$ cat config.mk
export PLATFORM = sky130hd
export DESIGN_NAME = ppt_div_cell
export DESIGN_NICKNAME = d
export VERILOG_FILES = /design/src/ppt_pkg.sv /design/src/ppt_div_cell.sv
export SDC_FILE = /design/constraint.sdc
export NUM_CORES = 1
export LEC_CHECK = 0
export ABC_AREA = 1
export BUFFER_PORTS_ARGS = -buffer_cell sky130_fd_sc_hd__buf_4
export CAP_MARGIN = 20
export CELL_PAD_IN_SITES_DETAIL_PLACEMENT = 1
export CELL_PAD_IN_SITES_GLOBAL_PLACEMENT = 2
export CORE_MARGIN = 2
export CORE_UTILIZATION = 31
export DETAILED_ROUTE_END_ITERATION = 8
export GPL_TIMING_DRIVEN = 0
export PLACE_DENSITY = 0.95
export SLEW_MARGIN = 20
export SYNTH_ARGS = -nofsm -noshare
export SYNTH_HDL_FRONTEND = slang
export SYNTH_SLANG_ARGS = --single-unit
$ cat constraint.sdc
create_clock -name clk -period 3.9 [get_ports clk]
set_clock_uncertainty 0.1 [all_clocks]
set_input_delay 0.78 -clock clk [delete_from_list [all_inputs] [get_ports clk]]
set_output_delay 0.78 -clock clk [all_outputs]
set_load 0.02 [all_outputs]
$ cat src/ppt_pkg.sv
// Package for the pure pursuit turn radius block.
// Holds fixed-point constants, the arctangent table and shared types.
// No dependencies.
package ppt_pkg;

  localparam int XyW = 40;   // CORDIC x/y width
  localparam int ZW  = 35;   // angle accumulator width, Q.30
  localparam int SW  = 34;   // sine magnitude width
  localparam int NW  = 53;   // divider numerator width, room for ld*2^29 + mag/2
  localparam int QW  = 37;   // radius width

  localparam logic signed [ZW-1:0] PiQ30     = 35'sd3373259426;
  localparam logic signed [ZW-1:0] HalfPiQ30 = 35'sd1686629713;
  localparam logic signed [XyW-1:0] InvGain  = 40'sd652032874;
  localparam logic signed [20:0] PiQ16       = 21'sd205887;
  localparam logic signed [20:0] TwoPiQ16    = 21'sd411775;
  localparam logic [SW-1:0] SinEps           = 34'd1074;
  localparam logic [QW-1:0] RadiusMax        = 37'd65536000000;

  function automatic logic signed [ZW-1:0] atan_q30(input logic [4:0] i);
    case (i)
      5'd0: atan_q30 = 35'sd843314857;  5'd1: atan_q30 = 35'sd497837829;
      5'd2: atan_q30 = 35'sd263043837;  5'd3: atan_q30 = 35'sd133525159;
      5'd4: atan_q30 = 35'sd67021687;   5'd5: atan_q30 = 35'sd33543516;
      5'd6: atan_q30 = 35'sd16775851;   5'd7: atan_q30 = 35'sd8388437;
      5'd8: atan_q30 = 35'sd4194283;    5'd9: atan_q30 = 35'sd2097149;
      5'd31: atan_q30 = 35'sd0;
      default: atan_q30 = ZW'(64'sd1 <<< (30 - i));
    endcase
  endfunction

  typedef struct packed {
    logic signed [XyW-1:0] x;
    logic signed [XyW-1:0] y;
    logic signed [ZW-1:0]  z;
  } cordic_t;

endpackage

$ cat src/ppt_div_cell.sv
// One restoring-division cell: one quotient bit per stage, registered.
// Depends on ppt_pkg.
module ppt_div_cell import ppt_pkg::*; #(
  parameter int SideW = 1
) (
  input  logic             clk,
  input  logic             en,
  input  logic [NW-1:0]    rem_in,
  input  logic [NW-1:0]    num_in,
  input  logic [SW-1:0]    den_in,
  input  logic [SideW-1:0] side_in,
  output logic [NW-1:0]    rem_out,
  output logic [NW-1:0]    num_out,
  output logic [SW-1:0]    den_out,
  output logic [SideW-1:0] side_out
);

  logic [NW:0] trial;

  always_comb trial = {rem_in, num_in[NW-1]} - {{(NW+1-SW){1'b0}}, den_in};

  always_ff @(posedge clk) begin
    if (en) begin
      // shift in quotient bit at the bottom of num
      rem_out  <= trial[NW] ? {rem_in[NW-2:0], num_in[NW-1]} : trial[NW-1:0];
      num_out  <= {num_in[NW-2:0], ~trial[NW]};
      den_out  <= den_in;
      side_out <= side_in;
    end
  end

endmodule

==> flow_summary.yaml <==
setup_path:
  required_ns: 3.99
  crit_fanout: 10
  path_class: "primary input to register"
  crit_family: "simple AND/OR/NAND/NOR gates"
  cp_num_buf_inv: 3
  max_stage_delay_ns: 0.60
  slowest_stage: "a21oi_1"
  endpoint_kind: "register"
  critical_path_arrival_ns: 3.34
  crit_top_cell: "nand2_1"
  critPathLaunchType: "primary input"
  crit_chain: "buf_4, ha_1, nand2_2, inv_1, nand2_1, nand2_1, a21oi_1, nand3_2, nand2_4, nand2_2, nand2_2, nand2_4, buf_6, nand2_1, nand2_1"
clocking:
  max-clock-path-buffers: 2
  holdBufCountCts: 0
  cts_made_buffers: 17
  cts.reportedPaths.clkPinSlew_ns: 0.07
  cts_tree: "built"
  ctsResizeCount: 0
  cts_root_buf: "clkbuf_16"
  postCtsSetupBuffers: 0
  h-tree-depth: 4
  clkSinkCount: 141
finish:
  syn2layout_area_growth_pct: 37.0
  antenna_cells: 0
  layout.cells.non_filler: 1838
  utilization_pct: 43.4
  finalNetCount: 1625
  final_area_mm2: 0.0121
  fillers: 3500
  drive_gt1_share_pct: 25.3
power:
  power_density_mw_per_mm2: 401
  power_mw: 4.86
  ir_drop_mv: 0.267
  p_leak_nw: 6.21
sta:
  finalMaxSlewViolations: 0
  grt_setup_unrepaired: "false"
  hold_viol_final: 0
  timing.hold.ws_ns: 0.419
  fmax_mhz: 308
  worst_slew_pin_slew_ns: 0.789
  period_needed_ns: 3.25
  finalCritPeriodShare_pct: 83.3
  tns_ns: 0
  setup_violations: 0
  setup_ws_ns: 0.652
  relSlewSlack_pct: 47.4
yosys:
  syn_nets: 1322
  yosys_warnings: 0
  ys_ff_latch: 141
  netlist-cell-type-count: 29
  avgSynthCellArea_um2: 7.73
  syn_area_mm2: 0.00884
  ys_seq_area_share_pct: 47.9
  syn-instance-count: 1144
placement:
  finalWeightedCongestion: 0.874
  preCtsSetupSlack_ns: 0.192
  post-dp-hpwl_mm: 25.5
  dpl_cell_area_mm2: 0.0115
  dp.cells: 1806
  portBuffers: 283
detailed_routing:
  drc: 0
  viasPerCell: 4.49
  antenna_left: 0
  drt_iter0_drc: 518
  dr.pass1.iters: 5
  wire_per_inst_um: 16.8
  vias: 8245
  wirelength_mm: 30.9
floorplanning:
  die_h_um: 173
  start_util_pct: 31.7
  row_count: 61
  dieArea_mm2: 0.0299
  pin_count: 284
  die_w_um: 173
  core_region_area_mm2: 0.0279
global_routing:
  globalRouteOverflowTotal: 0
  grt_pass1_vias: 8668
  grtUsageTotal_pct: 20.9
  antenna_found_initial: 0
  grt_start_max_net_pins: 105
  grt_pass1_wl_mm: 48.4
status:
  outcome: "complete, no violations"
run:
  drv_cap: 0
worst_hold_path:
  min_path_type: "primary input to register"
-- synth_stat cells, drive strengths merged --
master / number / share of area [%]
a21boi: 1 / 0.085
a21oi: 24 / 1.4
and2: 1 / 0.071
buf: 10 / 1.3
clkinv: 1 / 0.042
edfxtp: 141 / 48
fa: 1 / 0.23
ha: 34 / 4.8
inv: 202 / 8.6
nand2: 508 / 23
nand3: 52 / 3.1
nand3b: 11 / 0.93
nand4: 8 / 0.57
nor2: 107 / 4.9
nor3: 4 / 0.23
o21a: 1 / 0.085
o21ai: 8 / 0.45
o21bai: 3 / 0.25
or2: 1 / 0.071
xnor2: 1 / 0.099
xor2: 25 / 2.5
-- per-layer routing --
metal	routed length [um]	vias up	global-route usage [%]
met3	1320	23	4.07
li1	-	4153	-
met1	14600	3873	27.9
met4	428	0	4.84
met5	0	-	0
met2	14600	196	34.9
-- cell usage in the layout, fill, tap and decap left out, drive strengths merged, types with 11 or more instances in the layout --
master	Yosys	routed
clkbuf	0	17
edfxtp	141	141
ha	34	34
nand3b	11	11
nand3	52	52
nand2	508	508
nor2	107	107
a21oi	24	24
inv	202	211
xor2	25	25
buf	10	294
-- state kept, by name, summed over array words and instances, names as in the netlist --
register / cells
den_out: 34
num_out: 53
rem_out: 53
side_out: 1
-- area by class of cell --
type	count	area (um2)	share of cell area (%)
Timing Repair Buffer	284	2160	17.8
Clock buffer	17	425	3.51
Tap cell	378	473	3.90
Multi-Input combinational cell	790	3730	30.8
Clock inverter	15	218	1.80
Inverter	203	762	6.29
Buffer	10	111	0.919
Sequential cell	141	4230	34.9
-- final timing paths --
path	cells after the start	end	slack, ns	from
worst max-delay path	15	rem_out[11]$_DFFE_PP_	0.65	rem_in[14]
worst min-delay path	1	num_out[22]$_DFFE_PP_	0.42	num_in[21]
-- cells by family (layout without fill, tap and decap cells) --
family                     Yosys count  count (layout)  share of synthesized area (%)
adders and majority gates           35              35                           5.04
xor gates and xnor gates            26              26                           2.58
and+or+nand+nor                    692             692                           32.4
DFF                                141             141                           47.9
buffers and inverters              213             529                           9.88
AOI/OAI and AO/OA                   37              37                           2.24
-- report_power, final --
group / total, mW / switching [mW] / internal, mW
registers: 1.87 / 0.0385 / 1.83
clock network: 1.81 / 0.767 / 1.04
logic: 1.17 / 0.725 / 0.450
total: 4.86 / 1.53 / 3.33
(Power assumes the default switching activity.)
