<file path="src/ppt_pkg.sv">
// Package for the pure pursuit turn radius block.
// Holds fixed-point constants, the arctangent table and shared types.
// No dependencies.
package ppt_pkg;

  localparam int XyW = 40;   // CORDIC x/y width
  localparam int ZW  = 35;   // angle accumulator width, Q.30
  localparam int SW  = 34;   // sine magnitude width
  localparam int NW  = 53;   // divider numerator width, room for ld*2^29 + mag/2
  localparam int QW  = 37;   // radius width

  localparam logic signed [ZW-1:0] PiQ30     = 35'sd3373259426;
  localparam logic signed [ZW-1:0] HalfPiQ30 = 35'sd1686629713;
  localparam logic signed [XyW-1:0] InvGain  = 40'sd652032874;
  localparam logic signed [20:0] PiQ16       = 21'sd205887;
  localparam logic signed [20:0] TwoPiQ16    = 21'sd411775;
  localparam logic [SW-1:0] SinEps           = 34'd1074;
  localparam logic [QW-1:0] RadiusMax        = 37'd65536000000;

  function automatic logic signed [ZW-1:0] atan_q30(input logic [4:0] i);
    case (i)
      5'd0: atan_q30 = 35'sd843314857;  5'd1: atan_q30 = 35'sd497837829;
      5'd2: atan_q30 = 35'sd263043837;  5'd3: atan_q30 = 35'sd133525159;
      5'd4: atan_q30 = 35'sd67021687;   5'd5: atan_q30 = 35'sd33543516;
      5'd6: atan_q30 = 35'sd16775851;   5'd7: atan_q30 = 35'sd8388437;
      5'd8: atan_q30 = 35'sd4194283;    5'd9: atan_q30 = 35'sd2097149;
      5'd31: atan_q30 = 35'sd0;
      default: atan_q30 = ZW'(64'sd1 <<< (30 - i));
    endcase
  endfunction

  typedef struct packed {
    logic signed [XyW-1:0] x;
    logic signed [XyW-1:0] y;
    logic signed [ZW-1:0]  z;
  } cordic_t;

endpackage

</file>
<file path="src/ppt_cordic_cell.sv">
// One CORDIC micro-rotation cell, registered; vectoring or rotation mode.
// Depends on ppt_pkg.
module ppt_cordic_cell import ppt_pkg::*; #(
  parameter int Stage = 0,
  parameter bit Rotate = 1'b0,
  parameter int SideW = 1
) (
  input  logic             clk,
  input  logic             en,
  input  cordic_t          d_in,
  input  logic [SideW-1:0] side_in,
  output cordic_t          d_out,
  output logic [SideW-1:0] side_out
);

  logic up;
  cordic_t nxt;

  always_comb begin
    up = Rotate ? (d_in.z >= 0) : (d_in.y < 0);
    if (up) begin
      nxt.x = d_in.x - (d_in.y >>> Stage);
      nxt.y = d_in.y + (d_in.x >>> Stage);
      nxt.z = d_in.z - atan_q30(5'(Stage));
    end else begin
      nxt.x = d_in.x + (d_in.y >>> Stage);
      nxt.y = d_in.y - (d_in.x >>> Stage);
      nxt.z = d_in.z + atan_q30(5'(Stage));
    end
  end

  always_ff @(posedge clk) begin
    if (en) begin
      d_out <= nxt;
      side_out <= side_in;
    end
  end

endmodule

</file>
<file path="config.mk">
export PLATFORM = sky130hd
export DESIGN_NAME = ppt_cordic_cell
export DESIGN_NICKNAME = d
export VERILOG_FILES = /design/src/ppt_pkg.sv /design/src/ppt_cordic_cell.sv
export SDC_FILE = /design/constraint.sdc
export NUM_CORES = 1
export LEC_CHECK = 0
export CAP_MARGIN = 20
export CORE_UTILIZATION = 37
export CTS_CLUSTER_SIZE = 8
export DETAILED_ROUTE_END_ITERATION = 7
export DONT_BUFFER_PORTS = 1
export GPL_ROUTABILITY_DRIVEN = 1
export GPL_TIMING_DRIVEN = 0
export PLACE_DENSITY = 0.5
export SYNTH_ARGS = -nofsm -noshare
export SYNTH_HDL_FRONTEND = slang
export SYNTH_SLANG_ARGS = --single-unit
</file>
<file path="constraint.sdc">
create_clock -name clk -period 6.8 [get_ports clk]
set_input_delay 0.34 -clock clk [delete_from_list [all_inputs] [get_ports clk]]
set_output_delay 0.34 -clock clk [all_outputs]
set_load 0.03 [all_outputs]
</file>
==> results of run 1 <==
==> synthesized netlist by cell type, types with 5 or more instances <==
| cell | instances |
|---|---|
| a2111oi_0 | 5 |
| a211o_1 | 9 |
| a211oi_1 | 8 |
| a21boi_0 | 5 |
| a21o_1 | 48 |
| a21oi_1 | 193 |
| a31oi_1 | 12 |
| and2_1 | 10 |
| and3_1 | 7 |
| buf_1 | 9 |
| buf_2 | 24 |
| buf_4 | 5 |
| clkbuf_1 | 27 |
| edfxtp_1 | 115 |
| ha_1 | 163 |
| inv_1 | 119 |
| mux2i_1 | 19 |
| nand2_1 | 81 |
| nand2b_1 | 13 |
| nand3_1 | 24 |
| nand4_1 | 23 |
| nor2_1 | 111 |
| nor2b_1 | 20 |
| nor3_1 | 31 |
| nor4_1 | 15 |
| o211ai_1 | 6 |
| o21a_1 | 17 |
| o21ai_0 | 99 |
| o21bai_1 | 39 |
| o31ai_1 | 22 |
| or3_1 | 6 |
| or4_1 | 8 |
| xnor2_1 | 87 |
| xor2_1 | 21 |
==> power by group through the flow <==
stage,clock network (mW),registers (mW),logic (mW)
global route,1.06,1.26,1.07
CTS,1.03,1.25,0.972
global placement,0,1.26,0.964
detailed placement,0,1.26,0.959
finish,1.02,1.25,0.990
floorplan,0,1.24,0.696
==> sequential cells by signal, indices dropped and copies added (netlist names) <==
name,flops
d_out,114
side_out,1
==> cell families after synthesis <==
logic type / synth area share (%)
AOI/OAI and AO/OA: 27.4
adders and majority gates: 16.6
buffers and inverters: 6.04
xor gates and xnor gates: 7.43
and+or+nand+nor: 13.8
muxes: 1.49
DFF: 27.1
==> layout by cell type (no fill, tap or decap), types with 5 or more instances in the layout <==
cell and instances:
buf_4 5, a211o_1 9, nor2b_1 20, clkbuf_16 17, o21a_1 17, a2111oi_0 5
xnor2_1 87, buf_1 9, clkinv_1 5, and3_1 7, clkbuf_1 28, a21boi_0 5
nor3_1 31, a21o_1 48, o21bai_1 39, inv_1 119, buf_2 24, xor2_1 21
nand2_1 81, mux2i_1 19, a21oi_1 193, or3_1 6, nor4_1 15, nand3_1 24
nor2_1 111, o21ai_0 99, o211ai_1 6, bufinv_16 5, edfxtp_1 115, o31ai_1 22
or4_1 8, and2_1 10, nand2b_1 13, nand4_1 23, a211oi_1 8, ha_1 163
a31oi_1 12
==> path summary, 6_finish.rpt <==
check / slack (ns) / start / cells after the start / to
worst min-delay path: 0.03 / en / 0 / d_out[59]
worst max-delay path: 2.58 / d_in[74] / 14 / d_out[31]
==> per-stage QoR <==
stage / setup WS, ns / utilization [%] / hold WS [ns] / power [mW]
2_1_floorplan: 3.33 / - / 0.439 / 1.93
3_3_place_gp: 2.23 / 39.4 / 0.439 / 2.22
3_5_place_dp: 2.25 / 39.4 / 0.439 / 2.22
4_1_cts: 2.71 / 41.4 / 0.00419 / 3.25
5_1_grt: 2.47 / 41.4 / 0.0104 / 3.38
6_report: 2.58 / 41.4 / 0.0292 / 3.25
==> repair_timing <==
item / in CTS / in global routing
endpoints found under the hold margin: 14 / 0
hold buffers: 3 / 0
buffers inserted: 0 / 0
==> metal layers <==
| layer | GRT usage (%) | vias up | part of all wire [%] |
|---|---|---|---|
| met3 | 5.20 | 102 | 7.4 |
| met4 | 9.63 | 0 | 3.0 |
| met1 | 34.3 | 5582 | 45 |
| met5 | 0 | - | 0 |
| li1 | - | 5519 | - |
| met2 | 40.7 | 543 | 45 |
==> area by class of cell <==
| class | instances | share of cell area, % |
|---|---|---|
| Sequential cell | 115 | 24.7 |
| Buffer | 65 | 2.10 |
| Inverter | 127 | 3.41 |
| Clock buffer | 18 | 3.07 |
| Multi-Input combinational cell | 1190 | 60.9 |
| Tap cell | 448 | 4.01 |
| Timing Repair Buffer | 3 | 0.215 |
| Clock inverter | 14 | 1.51 |
==> metrics.yaml, run 1 <==
critical_path:
  cp_top_family: "compound AO/OA/AOI/OAI gates"
  max_stage_delay_ns: 0.68
  critPathKind: "in2reg"
  end_kind: "flop"
  cp_max_fo: 25
  startpoint_type: "primary input"
  crit_slowest_cell: "buf_2"
  crit_arrival_ns: 4.41
  worstPathRequired_ns: 6.99
  critPathBufInv: 4
  cp_cell_sequence: "clkbuf_1 -> inv_1 -> buf_4 -> buf_2 -> ha_1 -> a21o_1 -> a21o_1 -> a21oi_1 -> a2bb2oi_1 -> nand2_1 -> a311oi_1 -> o221ai_1 -> a21oi_1 -> xnor2_1"
die:
  core_sq_um: 33700
  dieHeight_microns: 188
  ios: 234
  row_count: 67
  initial_utilization_pct: 37.8
  die_w_microns: 188
  dieArea_sq_um: 35200
sta:
  rsz0062_at_grt: "no"
  fin_tns_setup_ns: 0
  tightest_slew_ns: 1.04
  setup_viol: 0
  fmax_mhz: 237
  hold_viol_final: 0
  slew_headroom_pct: 30.5
  min_period_ns: 4.22
  drv_slew: 0
  period_share_pct: 62.1
cts:
  ctsHtreeMaxLevel: 4
  post_cts_resized: 0
  clk_path_buf_depth: 2
  cts_sinks: 115
  clk_pin_slew_worst_paths_ns: 0.05
  cts_tree: "done"
  cts_made_buffers: 17
  cts-root-buf: "clkbuf_16"
finish:
  syn2layout_area_growth_pct: 9.66
  final_net_count: 1804
  drive_gt1_share_pct: 5.81
  antennaDiodeCount: 0
  instances_no_fill: 1980
  final_area_sq_um: 14000
  regArea_sq_um: 3450
  nFillCells: 3484
  multi_input_comb_area_sq_um: 8510
yosys:
  yosys_register_bits: 115
  ys.flop_type: "edfxtp_1"
  ys_top_cells_by_area: "edfxtp_1, ha_1, a21oi_1, xnor2_1, o21ai_0"
  async_flop_share_pct: 0
  syn_area_sq_um: 12700
  syn_avg_cell_area_sq_um: 8.51
  syn_inst: 1497
  synth.largest_area_cell: "edfxtp_1"
  yosysTopAreaCellShare_pct: 27.1
  synth_nets: 1782
  yosysWarnings: 0
  yosysUniqueCellTypes: 85
  synth_edf_count: 115
  seq_area_frac_synth_pct: 27.1
place:
  dp.cells: 1945
  dpl_cell_area_sq_um: 13300
  port_buffers: 0
  place.gp.congestion: 0.961
  post-dp-hpwl_mm: 35.7
power:
  p_seq_share_pct: 38.3
  power_frac_comb_pct: 30.4
  p_switching_mw: 1.29
  static-leakage-power_nw: 5.81
  p_sw_share_pct: 39.7
  p_clk_share_pct: 31.3
  ir_worst_vdd_uv: 205
  powerDensity_nw_per_um2: 233
  p_int_mw: 1.96
detailed_routing:
  ant_nets: 0
  drt_first_pass_iters: 5
  totalWireLength_mm: 45.6
  routed_via_density: 5.93
  vias: 11700
  drtIter0Drc: 994
  drc_errors: 0
  wl_per_cell_microns: 23.0
job:
  cap_violations: 0
grt:
  grt_start_max_net_pins: 100
  grt_usage_pct: 25.7
  grt_overflow: 0
  antenna_found_initial: 0
  first_global_vias: 11500
  grt_pass1_wl_mm: 68.9
status:
  status: "finished clean"
worst_hold_path:
  hold_class: "in2reg"
(Power assumes the default switching activity.)
==> run 2: changes to the inputs <==
==> constraint.sdc (replaced) <==
create_clock -name clk -period 4.41 [get_ports clk]
set_input_delay 0.2205 -clock clk [delete_from_list [all_inputs] [get_ports clk]]
set_output_delay 0.2205 -clock clk [all_outputs]
set_load 0.03 [all_outputs]
==> run 2 against run 1 <==
  * Non-clock buffer count rose by 1
  * Final cell count about the same
  * Critical path depth is the same
  * Worst hold slack lost 0.017 ns
  * Wire length barely moved
  * Clock power rose by 54%
  * Power up 55%
  * Sequential share of layout area about the same
  * Worst setup slack got worse by 2.3 ns
  * Sequential cell count unchanged
  * Sequential power up 54%
  * Core utilization increased by 0.082 points
  * Critical endpoint unchanged
  * Largest cell class unchanged
  * Largest power group unchanged
==> metrics.yaml, run 2 (same netlist as run 1, synthesis figures left out) <==
worst_hold_path:
  hold_depth: 1
  hold_class: "in2reg"
power:
  p_seq_share_pct: 38.2
  power_frac_comb_pct: 30.8
  p_sw_share_pct: 39.9
  ir_worst_vdd_uv: 315
  p_switching_mw: 2.01
  p_clk_share_pct: 31.1
  p_total_mw: 5.03
  powerDensity_nw_per_um2: 360
  p_int_mw: 3.03
  static-leakage-power_nw: 5.82
finish:
  layout.cells.most_common: "a21oi_1"
  regArea_sq_um: 3450
  drive_gt1_share_pct: 5.87
  antennaDiodeCount: 0
  nFillCells: 3481
  final_net_count: 1805
  multi_input_comb_area_sq_um: 8510
  largest_reg_flops: 114
  syn2layout_area_growth_pct: 9.88
  final_cell_mix: "a21oi_1, ha_1, inv_1"
  instances_no_fill: 1981
  largest_register: "d_out"
  final_area_sq_um: 14000
  reg.largest.list: "d_out (114), side_out (1)"
cts:
  cts_setup_buffers: 0
  cts_tree: "done"
  clk_path_buf_depth: 2
  cts_sinks: 115
  cts-root-buf: "clkbuf_16"
  ctsHtreeMaxLevel: 4
  post_cts_resized: 0
  clk_pin_slew_worst_paths_ns: 0.06
  cts_made_buffers: 17
  hold_buffers: 4
place:
  dp.cells: 1945
  post-dp-hpwl_mm: 35.7
  dpl_cell_area_sq_um: 13300
  dp_slack_ns: -0.0187
  place.gp.congestion: 0.961
  port_buffers: 0
die:
  initial_utilization_pct: 37.8
  dieArea_sq_um: 35200
  dieHeight_microns: 188
  core_sq_um: 33700
  row_count: 67
  ios: 234
  die_w_microns: 188
sta:
  fmax_mhz: 245
  setup_ws_ns: 0.321
  setup_viol: 0
  rsz0062_at_grt: "no"
  slew_headroom_pct: 27.9
  hold_slack_ns: 0.0126
  period_share_pct: 92.7
  drv_slew: 0
  min_period_ns: 4.09
  tightest_slew_ns: 1.08
  hold_viol_final: 0
detailed_routing:
  drtIter0Drc: 1079
  drt_first_pass_iters: 5
  ant_nets: 0
  vias: 11800
  drc_errors: 0
  totalWireLength_mm: 45.5
  wl_per_cell_microns: 23.0
  routed_via_density: 5.95
job:
  cap_violations: 0
critical_path:
  startpoint_type: "primary input"
  path_depth: 14
  worstPathRequired_ns: 4.60
  cp_max_fo: 25
  max_stage_delay_ns: 0.67
  critPathBufInv: 4
  critPathKind: "in2reg"
  cp_top_family: "compound AO/OA/AOI/OAI gates"
  end_kind: "flop"
  crit_slowest_cell: "buf_2"
  crit_arrival_ns: 4.28
  cp_cell_sequence: "clkbuf_1 -> inv_1 -> buf_4 -> buf_2 -> ha_1 -> a21o_1 -> a21o_1 -> a21oi_1 -> a2bb2oi_1 -> nand2_1 -> a311oi_1 -> o221ai_1 -> a21oi_1 -> xnor2_1"
grt:
  antenna_found_initial: 0
  grt_overflow: 0
  grt_usage_pct: 25.6
  grt_start_max_net_pins: 116
  grt_pass1_wl_mm: 68.8
  first_global_vias: 11500
status:
  status: "finished clean"
==> run 2: changes by cell type in the layout (fill, tap and decap cells not counted), sizes merged <==
cell | before | now
buf | 38 | 39
==> run 2: final cells by class <==
| type | count | area share (%) |
|---|---|---|
| inverter | 127 | 3.41 |
| sequential | 115 | 24.7 |
| clock inverter | 14 | 1.50 |
| buffer | 65 | 2.09 |
| multi-input combinational | 1190 | 60.8 |
| tap | 448 | 4.01 |
| clock buffer | 18 | 3.07 |
| timing repair buffer | 4 | 0.411 |
==> run 2: final timing paths <==
path	from	to	slack, ns
hold / removal	d_in[114]	d_out[74]	0.01
setup / recovery	d_in[74]	d_out[31]	0.32
==> run 2: per-layer routing <==
layer	vias up	GRT usage, %	wire length [microns]
li1	5513	-	-
met3	89	5.18	3410
met5	-	0	0
met4	0	9.63	1210
met1	5654	34.3	20400
met2	539	40.6	20500
==> run 2: per-stage QoR <==
stage / utilization (%) / setup TNS (ns)
2_1_floorplan: - / 0
3_3_place_gp: 39.4 / -0.0651
3_5_place_dp: 39.4 / -0.0267
4_1_cts: 41.5 / 0
5_1_grt: 41.5 / 0
6_report: 41.5 / 0
==> run 2: power by group through the flow <==
stage	registers [mW]	logic (mW)	clock network, mW
2_1_floorplan	1.91	1.07	0
3_3_place_gp	1.94	1.49	0
3_5_place_dp	1.94	1.48	0
4_1_cts	1.93	1.52	1.59
5_1_grt	1.94	1.67	1.63
6_report	1.92	1.55	1.57
==> run 3: changes to the inputs <==
--- a/config.mk
+++ b/config.mk
@@ -7,6 +7,7 @@
 export LEC_CHECK = 0
 export CAP_MARGIN = 20
 export CORE_UTILIZATION = 37
+export CTS_BUF_LIST = sky130_fd_sc_hd__clkbuf_2 sky130_fd_sc_hd__clkbuf_4 sky130_fd_sc_hd__clkbuf_8
 export CTS_CLUSTER_SIZE = 8
 export DETAILED_ROUTE_END_ITERATION = 7
 export DONT_BUFFER_PORTS = 1
==> run 3 against run 2 <==
  * Maximum frequency increased by 0.30%
  * Worst hold slack improved by 0.055 ns
  * Non-clock buffer count increased by 2
  * Design area decreased by 1.2%
  * Worst setup slack improved by 0.012 ns
  * Critical path depth unchanged
  * Final cell count increased by 0.10%
  * Combinational power about the same
  * Core utilization decreased by 0.50 points
  * Die area unchanged
  * Sequential cell count unchanged
  * Largest cell class unchanged
==> metrics.yaml, run 3 (same netlist as run 1, synthesis figures left out) <==
die:
  initial_utilization_pct: 37.8
  core_sq_um: 33700
  dieHeight_microns: 188
  dieArea_sq_um: 35200
  ios: 234
  row_count: 67
  die_w_microns: 188
detailed_routing:
  drt_first_pass_iters: 6
  wl_per_cell_microns: 22.9
  ant_nets: 0
  drtIter0Drc: 960
  drc_errors: 0
  totalWireLength_mm: 45.4
  routed_via_density: 5.94
  vias: 11800
cts:
  clk_path_buf_depth: 2
  cts_setup_buffers: 0
  cts-root-buf: "clkbuf_8"
  cts_sinks: 115
  clk_pin_slew_worst_paths_ns: 0.08
  ctsHtreeMaxLevel: 4
  cts_tree: "done"
  cts_made_buffers: 17
sta:
  drv_slew: 0
  min_period_ns: 4.08
  fin_tns_setup_ns: 0
  tightest_slew_ns: 1.11
  slew_headroom_pct: 26.0
  rsz0062_at_grt: "no"
  fmax_mhz: 245
  hold_viol_final: 0
  period_share_pct: 92.4
  setup_viol: 0
  hold_slack_ns: 0.0680
critical_path:
  startpoint_type: "primary input"
  critPathKind: "in2reg"
  end_kind: "flop"
  worstPathRequired_ns: 4.65
  cp_max_fo: 25
  crit_arrival_ns: 4.32
grt:
  first_global_vias: 11500
  grt_pass1_wl_mm: 68.7
  grt_usage_pct: 25.6
  antenna_found_initial: 0
  grt_overflow: 0
  grt_start_max_net_pins: 116
place:
  post-dp-hpwl_mm: 35.7
  dp.cells: 1945
  port_buffers: 0
  place.gp.congestion: 0.961
finish:
  largest_register: "d_out"
  reg.largest.list: "d_out (114), side_out (1)"
  instances_no_fill: 1983
  antennaDiodeCount: 0
  final_cell_mix: "a21oi_1, ha_1, inv_1"
  largest_reg_flops: 114
  final_net_count: 1807
  drive_gt1_share_pct: 5.93
  layout.cells.most_common: "a21oi_1"
  nFillCells: 3503
  fin_util_pct: 41.0
  syn2layout_area_growth_pct: 8.56
worst_hold_path:
  hold_class: "in2reg"
job:
  cap_violations: 0
power:
  powerDensity_nw_per_um2: 336
  static-leakage-power_nw: 5.74
  ir_worst_vdd_uv: 216
  p_total_mw: 4.65
status:
  status: "finished clean"
## run 3: cell types whose count changed in the layout (fill, tap and decap cells not counted)
cell,before,now
clkbuf_8,0,17
clkbuf_16,17,0
clkbuf_1,28,27
dlygate4sd3_1,3,5
clkbuf_4,0,1
## run 3: routing by layer
layer	track usage, %	part of all wire [%]	up-vias
met1	34.1	44	5596
met3	5.13	7.8	99
met4	9.94	3.1	0
met5	0	0	-
met2	40.4	45	557
li1	-	-	5522
## run 3: timing repair
action	4_1_cts	5_1_grt
endpoints found under the hold margin	121	0
hold buffers	6	0
resized for setup	0	0
## run 3: per-stage QoR
step,setup slack [ns],cell area [sq um]
after floorplan,1.06,12700
final,0.333,13800
after global placement,-0.0376,13300
after CTS,0.485,13800
after detailed placement,-0.0187,13300
after global routing,0.237,13800
## run 3: final timing paths
kind | slack, ns | startpoint | depth (start not counted) | endpoint
hold / removal | 0.07 | d_in[35] | 3 | d_out[35]
setup / recovery | 0.33 | d_in[74] | 14 | d_out[31]
## run 3: critical path: stages
cell and delay [ns]:
clkbuf_1 0.22, inv_1 0.30, buf_4 0.25, buf_2 0.69
ha_1 0.43, a21o_1 0.22, a21o_1 0.18, a21oi_1 0.24
a2bb2oi_1 0.28, nand2_1 0.12, a311oi_1 0.55, o221ai_1 0.27
a21oi_1 0.22, xnor2_1 0.09
## run 3: cell type report
type,count,area (sq um),area share (%)
timing repair buffer,6,77.6,0.561
multi-input combinational,1190,8510,61.6
sequential,115,3450,25.0
buffer,65,293,2.12
clock buffer,18,241,1.75
clock inverter,14,210,1.52
inverter,127,477,3.45
tap,448,561,4.06
## run 3: where the power goes
part,switching [mW],internal (mW)
Combinational,0.995,0.552
Clock,0.510,0.675
Sequential,0.444,1.47
